==> config.mk <==
export PLATFORM = sky130hd
export DESIGN_NAME = legacy_text_to_utf8_converter
export DESIGN_NICKNAME = d
export VERILOG_FILES = /design/src/rtl/core/ltu_pkg.sv /design/src/rtl/core/ltu_fifo.sv /design/src/rtl/core/ltu_front.sv /design/src/rtl/core/ltu_back.sv /design/src/rtl/core/legacy_text_to_utf8_converter.sv
export SDC_FILE = /design/constraint.sdc
export NUM_CORES = 1
export LEC_CHECK = 0
export BUFFER_PORTS_ARGS = -buffer_cell sky130_fd_sc_hd__buf_4
export CAP_MARGIN = 25
export CORE_ASPECT_RATIO = 1.75
export CORE_MARGIN = 4
export CORE_UTILIZATION = 61
export DETAILED_ROUTE_END_ITERATION = 10
export HOLD_SLACK_MARGIN = 0.15
export PLACE_DENSITY = 0.8
export REMOVE_ABC_BUFFERS = 1
export SLEW_MARGIN = 20
export SYNTH_ARGS = -nofsm -noshare
export SYNTH_HDL_FRONTEND = slang
export SYNTH_SLANG_ARGS = --single-unit
==> constraint.sdc <==
create_clock -name clk_i -period 3.8 [get_ports clk_i]
set_input_delay 0.95 -clock clk_i [delete_from_list [all_inputs] [get_ports clk_i]]
set_output_delay 0.95 -clock clk_i [all_outputs]
set_load 0.005 [all_outputs]
==> src/rtl/core/ltu_pkg.sv <==
// ltu_pkg: shared types, constants and encode helpers for the legacy text to utf-8 converter
// no dependencies; imported by ltu_front, ltu_back and the top level
`default_nettype none

package ltu_pkg;

  localparam int unsigned LtuQueueDepth = 2;

  typedef enum logic [1:0] {
    ModeUtf8   = 2'd0,
    ModeLatin1 = 2'd1,
    ModeUtf16  = 2'd2,
    ModeLatin2 = 2'd3
  } ltu_mode_e;

  // one code point handed from front to back; raw words go out unchanged
  typedef struct packed {
    logic        raw;
    logic [15:0] cp;
  } ltu_unit_t;

  localparam int unsigned UnitWidth = $bits(ltu_unit_t);

  localparam logic [7:0] Latin2Base = 8'hA0;

  localparam logic [9:0] Latin2Upper [96] = '{
    10'h0A0, 10'h104, 10'h2D8, 10'h141, 10'h0A4, 10'h13D, 10'h15A, 10'h0A7,
    10'h0A8, 10'h160, 10'h15E, 10'h164, 10'h179, 10'h0AD, 10'h17D, 10'h17B,
    10'h0B0, 10'h105, 10'h2DB, 10'h142, 10'h0B4, 10'h13E, 10'h15B, 10'h2C7,
    10'h0B8, 10'h161, 10'h15F, 10'h165, 10'h17A, 10'h2DD, 10'h17E, 10'h17C,
    10'h154, 10'h0C1, 10'h0C2, 10'h102, 10'h0C4, 10'h139, 10'h106, 10'h0C7,
    10'h10C, 10'h0C9, 10'h118, 10'h0CB, 10'h11A, 10'h0CD, 10'h0CE, 10'h10E,
    10'h110, 10'h143, 10'h147, 10'h0D3, 10'h0D4, 10'h150, 10'h0D6, 10'h0D7,
    10'h158, 10'h16E, 10'h0DA, 10'h170, 10'h0DC, 10'h0DD, 10'h162, 10'h0DF,
    10'h155, 10'h0E1, 10'h0E2, 10'h103, 10'h0E4, 10'h13A, 10'h107, 10'h0E7,
    10'h10D, 10'h0E9, 10'h119, 10'h0EB, 10'h11B, 10'h0ED, 10'h0EE, 10'h10F,
    10'h111, 10'h144, 10'h148, 10'h0F3, 10'h0F4, 10'h151, 10'h0F6, 10'h0F7,
    10'h159, 10'h16F, 10'h0FA, 10'h171, 10'h0FC, 10'h0FD, 10'h163, 10'h2D9
  };

  function automatic logic [15:0] ltu_latin2(logic [7:0] b);
    logic [6:0] idx;
    idx = 7'(b - Latin2Base);
    if (b >= Latin2Base) begin
      return {6'd0, Latin2Upper[idx]};
    end
    return {8'd0, b};
  endfunction

  // number of utf-8 bytes for one unit, 1 to 3
  function automatic logic [1:0] ltu_len(ltu_unit_t u);
    if (u.raw || u.cp[15:7] == '0) begin
      return 2'd1;
    end
    if (u.cp[15:11] == '0) begin
      return 2'd2;
    end
    return 2'd3;
  endfunction

  function automatic logic [7:0] ltu_byte(ltu_unit_t u, logic [1:0] idx);
    logic [1:0] len;
    len = ltu_len(u);
    if (u.raw) begin
      return u.cp[7:0];
    end
    if (len == 2'd1) begin
      return {1'b0, u.cp[6:0]};
    end
    if (len == 2'd2) begin
      return (idx == 2'd0) ? {3'b110, u.cp[10:6]} : {2'b10, u.cp[5:0]};
    end
    if (idx == 2'd0) begin
      return {4'b1110, u.cp[15:12]};
    end
    if (idx == 2'd1) begin
      return {2'b10, u.cp[11:6]};
    end
    return {2'b10, u.cp[5:0]};
  endfunction

endpackage

`default_nettype wire

==> src/rtl/core/ltu_fifo.sv <==
// ltu_fifo: short register queue between the decode front and the encode back
// standalone, no package use
`default_nettype none

module ltu_fifo #(
  parameter int unsigned Width = 8,
  parameter int unsigned Depth = 2
) (
  input  wire logic             clk_i,
  input  wire logic             rst_ni,
  input  wire logic             push_i,
  input  wire logic [Width-1:0] data_i,
  output logic                  full_o,
  input  wire logic             pop_i,
  output logic      [Width-1:0] data_o,
  output logic                  empty_o
);

  localparam int unsigned AddrW = (Depth > 1) ? $clog2(Depth) : 1;
  localparam int unsigned CntW  = $clog2(Depth + 1);
  localparam logic [AddrW-1:0] LastAddr = AddrW'(Depth - 1);
  localparam logic [CntW-1:0]  FullCnt  = CntW'(Depth);

  logic [Width-1:0] mem_q [Depth];
  logic [AddrW-1:0] wptr_q, wptr_d, rptr_q, rptr_d;
  logic [CntW-1:0]  cnt_q, cnt_d;
  logic             do_push, do_pop;

  assign full_o  = (cnt_q == FullCnt);
  assign empty_o = (cnt_q == '0);
  assign data_o  = mem_q[rptr_q];
  assign do_push = push_i && !full_o;
  assign do_pop  = pop_i && !empty_o;

  always_comb begin
    wptr_d = wptr_q;
    rptr_d = rptr_q;
    cnt_d  = cnt_q;
    if (do_push) begin
      wptr_d = (wptr_q == LastAddr) ? '0 : wptr_q + AddrW'(1);
    end
    if (do_pop) begin
      rptr_d = (rptr_q == LastAddr) ? '0 : rptr_q + AddrW'(1);
    end
    if (do_push && !do_pop) begin
      cnt_d = cnt_q + CntW'(1);
    end else if (do_pop && !do_push) begin
      cnt_d = cnt_q - CntW'(1);
    end
  end

  always_ff @(posedge clk_i or negedge rst_ni) begin
    if (!rst_ni) begin
      wptr_q <= '0;
      rptr_q <= '0;
      cnt_q  <= '0;
    end else begin
      wptr_q <= wptr_d;
      rptr_q <= rptr_d;
      cnt_q  <= cnt_d;
    end
  end

  always_ff @(posedge clk_i) begin
    if (do_push) begin
      mem_q[wptr_q] <= data_i;
    end
  end

endmodule

`default_nettype wire

==> src/rtl/core/ltu_front.sv <==
// ltu_front: mode register, input word accept, utf-16 pairing and latin-2 lookup
// depends on ltu_pkg; feeds code points into ltu_fifo
`default_nettype none

module ltu_front (
  input  wire logic               clk_i,
  input  wire logic               rst_ni,
  input  wire logic               cfg_we_i,
  input  wire logic [1:0]         cfg_data_i,
  input  wire logic               push_i,
  input  wire logic [7:0]         in_byte_i,
  input  wire logic               end_of_text_i,
  input  wire logic               q_full_i,
  output logic                    q_push_o,
  output ltu_pkg::ltu_unit_t      q_unit_o
);
  import ltu_pkg::*;

  ltu_mode_e  mode_q, mode_d;
  logic [7:0] held_q, held_d;
  logic       held_valid_q, held_valid_d;
  logic       accept;

  assign accept = push_i && !q_full_i;

  always_comb begin
    mode_d       = mode_q;
    held_d       = held_q;
    held_valid_d = held_valid_q;
    q_push_o     = 1'b0;
    q_unit_o     = '{raw: 1'b0, cp: {8'd0, in_byte_i}};
    if (cfg_we_i) begin
      mode_d       = ltu_mode_e'(cfg_data_i);
      held_valid_d = 1'b0;
    end else if (accept) begin
      held_valid_d = 1'b0;
      unique case (mode_q)
        ModeUtf8: begin
          q_push_o     = 1'b1;
          q_unit_o.raw = 1'b1;
        end
        ModeLatin1: begin
          q_push_o = 1'b1;
        end
        ModeLatin2: begin
          q_push_o    = 1'b1;
          q_unit_o.cp = ltu_latin2(in_byte_i);
        end
        ModeUtf16: begin
          if (held_valid_q) begin
            q_push_o    = 1'b1;
            q_unit_o.cp = {held_q, in_byte_i};
          end else if (!end_of_text_i) begin
            held_d       = in_byte_i;
            held_valid_d = 1'b1;
          end
        end
        default: begin
          q_push_o = 1'b0;
        end
      endcase
    end
  end

  always_ff @(posedge clk_i or negedge rst_ni) begin
    if (!rst_ni) begin
      mode_q       <= ModeUtf8;
      held_valid_q <= 1'b0;
    end else begin
      mode_q       <= mode_d;
      held_valid_q <= held_valid_d;
    end
  end

  always_ff @(posedge clk_i) begin
    held_q <= held_d;
  end

endmodule

`default_nettype wire

==> src/rtl/core/ltu_back.sv <==
// ltu_back: utf-8 serializer, one output word per cycle into the output register
// when free or popped; depends on ltu_pkg; drains code points from ltu_fifo
`default_nettype none

module ltu_back (
  input  wire logic               clk_i,
  input  wire logic               rst_ni,
  input  wire ltu_pkg::ltu_unit_t q_unit_i,
  input  wire logic               q_empty_i,
  output logic                    q_pop_o,
  input  wire logic               pop,
  output logic                    empty,
  output logic [7:0]              out_byte_o,
  output logic                    run_last_o
);
  import ltu_pkg::*;

  ltu_unit_t  cur_q, cur_d, src;
  logic [1:0] idx_q, idx_d, src_idx, src_len;
  logic       busy_q, busy_d;
  logic       out_valid_q, out_valid_d;
  logic [7:0] out_byte_q, out_byte_d;
  logic       out_last_q, out_last_d;
  logic       have, advance, last;

  assign src     = busy_q ? cur_q : q_unit_i;
  assign src_idx = busy_q ? idx_q : 2'd0;
  assign src_len = ltu_len(src);
  assign last    = (src_idx == src_len - 2'd1);
  assign have    = busy_q || !q_empty_i;
  assign advance = have && (!out_valid_q || pop);
  assign q_pop_o = advance && !busy_q;

  assign empty      = !out_valid_q;
  assign out_byte_o = out_byte_q;
  assign run_last_o = out_last_q;

  always_comb begin
    cur_d       = cur_q;
    idx_d       = idx_q;
    busy_d      = busy_q;
    out_byte_d  = out_byte_q;
    out_last_d  = out_last_q;
    out_valid_d = out_valid_q;
    if (advance) begin
      out_valid_d = 1'b1;
      out_byte_d  = ltu_byte(src, src_idx);
      out_last_d  = last;
      busy_d      = !last;
      cur_d       = src;
      idx_d       = src_idx + 2'd1;
    end else if (pop) begin
      out_valid_d = 1'b0;
    end
  end

  always_ff @(posedge clk_i or negedge rst_ni) begin
    if (!rst_ni) begin
      busy_q      <= 1'b0;
      out_valid_q <= 1'b0;
    end else begin
      busy_q      <= busy_d;
      out_valid_q <= out_valid_d;
    end
  end

  always_ff @(posedge clk_i) begin
    cur_q      <= cur_d;
    idx_q      <= idx_d;
    out_byte_q <= out_byte_d;
    out_last_q <= out_last_d;
  end

endmodule

`default_nettype wire

==> src/rtl/core/legacy_text_to_utf8_converter.sv <==
// legacy_text_to_utf8_converter: top level, front decode, queue and utf-8 back end
// depends on ltu_pkg, ltu_front, ltu_fifo, ltu_back
//
// Byte-serial transcoder to UTF-8. cfg_data_i selects the source encoding
// (0 UTF-8 copy, 1 Latin-1, 2 UTF-16BE without surrogate pairing, 3 Latin-2)
// and the user must write it only while the block is idle; the block does not
// enforce this. A write drops any pending UTF-16 high byte. The front takes one
// input word per cycle while full is low and turns it into a code point; a short
// queue of QueueDepth entries sits between it and the back end, which writes one
// UTF-8 word per cycle into the output register while that register is empty or
// popped. An input word therefore yields 1 to 3 output words (its UTF-8 length)
// and a UTF-16 pair yields its length over two input words.
// run_last_o marks the final word produced by an input word.
`default_nettype none

module legacy_text_to_utf8_converter #(
  parameter int unsigned QueueDepth = ltu_pkg::LtuQueueDepth
) (
  input  wire logic       clk_i,
  input  wire logic       rst_ni,
  input  wire logic       cfg_we_i,
  input  wire logic [1:0] cfg_data_i,
  input  wire logic       push,
  output logic            full,
  input  wire logic [7:0] in_byte_i,
  input  wire logic       end_of_text_i,
  output logic            empty,
  input  wire logic       pop,
  output logic [7:0]      out_byte_o,
  output logic            run_last_o
);
  import ltu_pkg::*;

  ltu_unit_t front_unit, back_unit;
  logic      q_push, q_pop, q_empty;

  ltu_front u_front (
    .clk_i,
    .rst_ni,
    .cfg_we_i,
    .cfg_data_i,
    .push_i        (push),
    .in_byte_i,
    .end_of_text_i,
    .q_full_i      (full),
    .q_push_o      (q_push),
    .q_unit_o      (front_unit)
  );

  ltu_fifo #(
    .Width (UnitWidth),
    .Depth (QueueDepth)
  ) u_fifo (
    .clk_i,
    .rst_ni,
    .push_i  (q_push),
    .data_i  (front_unit),
    .full_o  (full),
    .pop_i   (q_pop),
    .data_o  (back_unit),
    .empty_o (q_empty)
  );

  ltu_back u_back (
    .clk_i,
    .rst_ni,
    .q_unit_i  (back_unit),
    .q_empty_i (q_empty),
    .q_pop_o   (q_pop),
    .pop,
    .empty,
    .out_byte_o,
    .run_last_o
  );

endmodule

`default_nettype wire

==> run summary, run 1 <==
Worst R2R Path Depth -> 5
Slew headroom -> 51.21%
Vias in the first global route -> 3737
N_diodes -> 0
Leak -> 2.019 nW
Register area share after synthesis -> 49.35%
YS warnings -> 0
Post-cts resize count -> 0
Layout cells sized above 1 -> 14.20%
PnR worst setup slack -> 0.6640 ns
Initial antenna violation count -> 0
Kind of critical path -> flop to flop
# Post-CTS Setup Buffers -> 0
Dominant synthesized flop cell -> edfxtp_1
Cell Rows -> 42
Reg2reg end -> u_back.out_byte_o[0]
Crit share post-route -> 82.53%
Post-synth ARST share -> 11.39%
Fill cells -> 579
Cells after Synth -> 462
CTS tree -> yes
Crit. End Element -> flop
CP max-delay cell -> dfrtp_1
I/O Pins -> 27
Cts hold-fix bufs -> 0
Routed Antenna Nets -> 0
Placed instance count -> 559
Max-Cap Viols -> 0
Delay-heaviest family, CP -> compound AO/OA/AOI/OAI gates
Area share of the largest cell type after synthesis -> 44.57%
Final setup skew -> 0.005497 ns
Largest net degree at the start of global routing -> 36
Final wirelength -> 11.57 mm
Vias/cell -> 6.683
Num CTS Buffers -> 9
Avg Inst Size Synth -> 10.21 sq um
Register area -> 0.002327 sq mm
Routability Congestion -> 1.085
Die W -> 74.47 microns
Area occupied by multi-input gates -> 0.002142 sq mm
Achievable Freq -> 318.9 MHz
Pre-Repair DR Iteration Count -> 5
Max VDD drop -> 0.3390 mV
Crit path arrival time -> 3.22 ns
Cell area after synthesis -> 0.004716 sq mm
DRC Markers -> 0
Clk Latency, worst-skew pair -> 0.33 ns
Starting Density -> 62.32%
Critical R2R Launch -> u_fifo.rptr_q
Area grow syn2layout -> 11.51%
Worst-Margin Slew -> 0.7319 ns
I/O Buffers -> 26
Global-route wire length before repair -> 18.08 mm
Pwr Density -> 696.4 mW/mm^2
Core Area -> 0.007567 sq mm
Synth area leader -> edfxtp_1
RSZ-0062 raised after global routing -> no
Routed WL per cell -> 20.15 microns
CTS Buffer Depth -> 2
Tot GR Track Use -> 25.70%
H-tree depth -> 3
Starting DRT DRC Count -> 280
Clock sinks -> 79
Yosys reg bits -> 79
Fin Setup TNS -> 0 ns
Worst Path Buf+Inv -> 0
Crit path required time -> 3.88 ns
EDFF count, synth -> 70
Synth unique cells -> 61
Gr ovfl total -> 0
DP HPWL -> 8.480 mm
Die Ht -> 124.3 microns
Via count -> 3836
Critical-path cell list -> mux2i_1 > o21ai_0 > or4_1 > o31ai_4 > mux2_2
Crit path max fanout -> 12
Layout Utilization -> 69.49%
Final #Nets -> 509
Crit start category -> flop
Root buf cell -> clkbuf_16
Setup-failing EPs final -> 0
Slew Limit Fails -> 0
Die area -> 0.009257 sq mm
Final Hold Vio Count -> 0
Status -> finished clean
Setup WS pre-CTS -> 0.5825 ns
Largest cells by area after synthesis -> edfxtp_1 45%, dfrtp_1 4.8%, mux2i_1 4.2%, nand2_1 4.1%, o21ai_0 3.5%
Crit path time final -> 3.136 ns
Largest stage delay, worst path -> 0.74 ns
Final Non-Filler Cells -> 574
Reg clk slew, reported paths -> 0.05 ns
Tightest Hold Check Type -> primary input to asynchronous set/reset pin
FF-to-FF setup slack -> 0.66 ns
-- worst register-to-register path: cells and delay by family (launching register included) --
kind	cells	cell delay (ns)
AND/OR/NAND/NOR	1	0.68
multiplexers	2	0.70
flip-flops	1	0.74
AO/OA/AOI/OAI	2	0.77
-- kinds of logic after synthesis --
group,count (synthesis),synth area share [%]
XOR/XNOR,6,1.114
AO/OA/AOI/OAI,149,21.01
buffers and inverters,58,5.280
multiplexers,29,7.110
AND/OR/NAND/NOR,130,13.21
flip-flops,79,49.35
adder cells (fa/ha/maj),11,2.919
-- synthesized netlist by cell type, types with 4 or more instances --
| master | n |
|---|---|
| clkbuf_1 | 24 |
| a221oi_1 | 4 |
| and2_1 | 7 |
| o22ai_1 | 12 |
| edfxtp_1 | 70 |
| a21oi_1 | 27 |
| ha_1 | 11 |
| mux2i_1 | 20 |
| nand2_1 | 51 |
| nand2b_1 | 10 |
| dfrtp_1 | 9 |
| a32oi_1 | 5 |
| nor2b_1 | 5 |
| mux2_2 | 6 |
| nor2_1 | 25 |
| a31o_2 | 4 |
| o211ai_1 | 5 |
| nand3_1 | 10 |
| o21ai_1 | 5 |
| inv_1 | 25 |
| xnor2_1 | 4 |
| o21ai_0 | 33 |
| a311oi_1 | 5 |
| nor3_1 | 4 |
| o21a_1 | 7 |
| a211oi_1 | 10 |
| a31oi_1 | 6 |
-- cells in the final DEF, fill, tap and decap left out, types with 5 or more instances in the layout --
master	count
a211oi_1	10
clkbuf_1	5
and2_1	7
clkbuf_16	9
ha_1	11
o22ai_1	12
mux2i_1	20
nand2_1	51
a21oi_1	27
dfrtp_1	9
buf_4	41
o21a_1	7
o21ai_1	5
nor2b_1	5
edfxtp_1	70
nor2_1	24
nand2b_1	10
a31oi_1	6
o21ai_0	33
nand3_1	10
a32oi_1	5
inv_1	25
a311oi_1	5
mux2_2	6
o211ai_1	5
-- routing by layer --
layer / GRT usage (%) / wire, microns / up-vias
met5: 0 / 0 / -
met4: 19.60 / 944 / 0
met3: 5.574 / 670 / 65
met2: 43.91 / 6057 / 207
met1: 25.59 / 3894 / 1783
li1: - / - / 1781
-- through the flow --
| stage | hold slack, ns | instance area (sq um) | power (W) |
|---|---|---|---|
| 6_report | 0.4322 | 5259 | 0.003662 |
| 5_1_grt | 0.4307 | 5259 | 0.003864 |
| 4_1_cts | 0.4222 | 5259 | 0.003668 |
| 3_5_place_dp | 0.4753 | 4985 | 0.002856 |
| 3_3_place_gp | 0.4703 | 4985 | 0.002802 |
| 2_1_floorplan | 0.4555 | 4564 | 0.002353 |
-- report_power, final --
| part | total, W | switching [W] | internal, W | leakage (nW) |
|---|---|---|---|---|
| clock network | 0.000799 | 0.000293 | 0.000505 | 0.131 |
| logic | 0.00144 | 0.000848 | 0.000592 | 1.12 |
| registers | 0.00142 | 0.000140 | 0.00128 | 0.769 |
| total | 0.00366 | 0.00128 | 0.00238 | 2.02 |
-- area by class of cell --
type / count / area share [%]
multi-input combinational: 325 / 40.73
tap: 88 / 2.094
clock inverter: 1 / 0.5710
clock buffer: 14 / 4.640
inverter: 26 / 1.856
sequential: 79 / 44.25
timing repair buffer: 41 / 5.853
-- registers in the layout (all words and copies together) (netlist names) --
register and cells:
u_back.busy_q 1, u_back.cur_q 17, u_back.idx_q 2, u_back.out_byte_o 8
u_back.out_valid_q 1, u_back.run_last_o 1, u_fifo.cnt_q 2, u_fifo.mem_q 34
u_fifo.rptr_q 1, u_fifo.wptr_q 1, u_front.held_q 8, u_front.held_valid_q 1
u_front.mode_q 2
-- worst max-delay path by stage --
| stage | start | to | cells after the start | slack (ns) |
|---|---|---|---|---|
| after floorplan | u_fifo.rptr_q | u_back.out_byte_o[0] | 5 | 0.96 |
| after global placement | in_byte_i[1] | u_fifo.mem_q[0][0] | 7 | 0.66 |
| after detailed placement | in_byte_i[1] | u_fifo.mem_q[0][0] | 7 | 0.58 |
| after CTS | u_fifo.rptr_q | u_back.out_byte_o[0] | 5 | 0.67 |
| after global routing | u_back.busy_q | u_back.out_byte_o[0] | 6 | 0.48 |
| final | u_fifo.rptr_q | u_back.out_byte_o[0] | 5 | 0.66 |
Power figures use the tool's default switching activity.
==> run 2, diff against run 1 <==
- ABC_AREA: not set -> 1
- clock period: 3.8 -> 3.2 ns (I/O delays scaled with it)
==> run 2 against run 1 <==
  * Critical path type unchanged
  * Register-to-register slack lost 0.28 ns
  * Routed wire length grew 26%
  * Core utilization grew 1.9 points
  * Die area shrank 2.7%
  * Via count grew 11%
  * Combinational power grew 30%
  * Worst setup slack lost 0.28 ns
  * Clock power grew 33%
  * Sequential share of layout area grew 0.50 points
  * Clock skew grew 0.0045 ns
  * Design area shrank 1.1%
==> run summary, run 2 <==
Status -> finished clean
Layout Utilization -> 71.38%
Crit start category -> flop
YS warnings -> 0
DRC Markers -> 0
Initial antenna violation count -> 0
Setup WS pre-CTS -> 0.4851 ns
Post-synth ARST share -> 11.39%
I/O Pins -> 27
Via count -> 4269
Xor/xnor share of the synthesized area -> 0.5739%
Fill cells -> 542
Largest net degree at the start of global routing -> 31
Final setup skew -> 0.01002 ns
Fin Setup TNS -> 0 ns
Area after DPL -> 0.004883 sq mm
Final #Nets -> 604
Crit path arrival time -> 2.92 ns
Synth area leader -> edfxtp_1
Mux cell area share after synthesis -> 0%
# Post-CTS Setup Buffers -> 0
Routed Antenna Nets -> 0
Pre-Repair DR Iteration Count -> 6
Sequential Power Share -> 36.7%
RSZ-0062 raised after global routing -> no
DP HPWL -> 10.30 mm
Biggest register -> u_fifo.mem_q
Dominant synthesized flop cell -> edfxtp_1
Clk pwr share -> 22.9%
Worst-Margin Slew -> 0.7366 ns
Area grow syn2layout -> 13.58%
CTS Buffer Depth -> 2
Root buf cell -> clkbuf_16
Routability Congestion -> 1.056
Global-route wire length before repair -> 22.51 mm
Die Ht -> 122.6 microns
Starting DRT DRC Count -> 496
Synth Area in Simple Gates -> 24.62%
Area share of the largest cell type after synthesis -> 45.91%
Cells after Synth -> 546
Crit path time final -> 2.820 ns
Synth unique cells -> 44
Cts hold-fix bufs -> 0
Pwr Density -> 891.2 mW/mm^2
Clock sinks -> 79
Final Power -> 0.004634 W
Most common cell after layout, fill and taps aside -> nand2_1
Switching power -> 0.001868 W
Die W -> 73.49 microns
Largest regs -> u_fifo.mem_q (34), u_back.cur_q (17)
P_int -> 0.002767 W
Register area share after synthesis -> 50.83%
Crit path required time -> 3.30 ns
PnR worst setup slack -> 0.3804 ns
Cell Rows -> 41
Cell area after synthesis -> 0.004578 sq mm
CTS tree -> yes
Post-cts resize count -> 0
Post-Synth Adder-Cell Area -> 3.006%
Final wirelength -> 14.59 mm
Reg clk slew, reported paths -> 0.06 ns
Slew Limit Fails -> 0
Crit. End Element -> flop
Routed WL per cell -> 21.84 microns
H-tree depth -> 3
Crit path max fanout -> 18
Avg Inst Size Synth -> 8.385 sq um
Num CTS Buffers -> 9
Combinational family with the most area after synthesis -> simple AND/OR/NAND/NOR gates
Yosys reg bits -> 79
Commonest cells in the netlist -> 150 x nand2_1, 70 x edfxtp_1, 59 x inv_1, 49 x nor2_1, 44 x o21ai_0
Achievable Freq -> 354.7 MHz
Tot GR Track Use -> 34.47%
Clk Latency, worst-skew pair -> 0.34 ns
Most used standard cell by instance count after synthesis -> nand2_1
I/O Buffers -> 26
Logic pwr share -> 40.3%
Kind of critical path -> flop to flop
Core Area -> 0.007284 sq mm
Layout cells sized above 1 -> 12.37%
Compound-Gate Fraction of Synth Area -> 13.42%
Slew headroom -> 50.47%
Max reg flops -> 34
Vias/cell -> 6.391
Crit share post-route -> 88.11%
Leak -> 2.274 nW
Final Hold Vio Count -> 0
Vias in the first global route -> 4170
Sw frac -> 40.30%
Largest cells by area after synthesis -> edfxtp_1 46%, nand2_1 12%, dfrtp_1 4.9%, inv_1 4.8%, o21ai_0 4.8%
Gr ovfl total -> 0
Max-Cap Viols -> 0
EDFF count, synth -> 70
Die area -> 0.009009 sq mm
Setup-failing EPs final -> 0
Starting Density -> 62.85%
N_diodes -> 0
Max VDD drop -> 0.4431 mV
Most frequent cells in the layout -> 150 x nand2_1, 70 x edfxtp_1, 59 x inv_1
Tightest Hold Check Type -> primary input to asynchronous set/reset pin
Fin area -> 0.005200 sq mm
-- run 2: area by class of cell --
cell class / count / area (sq um) / share of cell area (%)
sequential: 79 / 2327 / 44.75
tap: 86 / 107.6 / 2.069
timing repair buffer: 38 / 285.3 / 5.486
multi-input combinational: 385 / 1921 / 36.93
inverter: 64 / 242.7 / 4.668
clock inverter: 5 / 63.81 / 1.227
clock buffer: 11 / 252.7 / 4.860
-- run 2: path summary, 6_finish.rpt --
check | startpoint | endpoint | slack (ns) | cells past startpoint
max | u_fifo.rptr_q | u_back.run_last_o | 0.38 | 11
min | rst_ni | u_fifo.rptr_q | 0.27 | 1
max reg2reg | u_fifo.rptr_q | u_back.run_last_o | 0.38 | 11
min reg2reg | u_fifo.cnt_q[0] | u_fifo.cnt_q[0] | 0.53 | 1
max in group asynchronous | rst_ni | u_fifo.wptr_q | 2.79 | 1
min in group clk_i | u_fifo.cnt_q[0] | u_fifo.cnt_q[0] | 0.53 | 1
-- run 2: power by group through the flow --
stage,clock [W],sequential [W],combinational [W]
floorplan,0,0.00167,0.00116
global placement,0,0.00169,0.00166
detailed placement,0,0.00171,0.00176
CTS,0.00106,0.00170,0.00183
global route,0.00111,0.00172,0.00204
finish,0.00106,0.00170,0.00187
-- run 2: worst max-delay path, stage by stage, from the launching register on --
cell and delay (ns):
dfrtp_1 0.78, inv_2 0.33, nand2_1 0.12, nand3_1 0.06, o21ai_1 0.26, nand2_1 0.24, nor2_4 0.21, nand3_2 0.16
nand2_1 0.12, nand2_1 0.06, nand2_1 0.16, inv_1 0.06
-- run 2: kinds of logic after synthesis --
| group | after synthesis |
|---|---|
| buffers and inverters | 82 |
| AOI/OAI and AO/OA | 108 |
| DFF | 79 |
| and+or+nand+nor | 263 |
| xor gates and xnor gates | 3 |
| adders and majority gates | 11 |
-- run 2: metal layers --
layer	global-route usage [%]	routed length [microns]	vias to the layer above
met5	0	0	-
met4	23.24	1165	0
met3	5.328	1093	91
met2	62.56	7767	327
met1	34.75	4562	1943
li1	-	-	1908
-- run 2: through the flow --
step,instances,hold slack [ns]
after floorplan,528,0.4823
after global placement,652,0.5022
after detailed placement,652,0.5208
after CTS,668,0.2748
after global routing,668,0.2775
final,668,0.2699
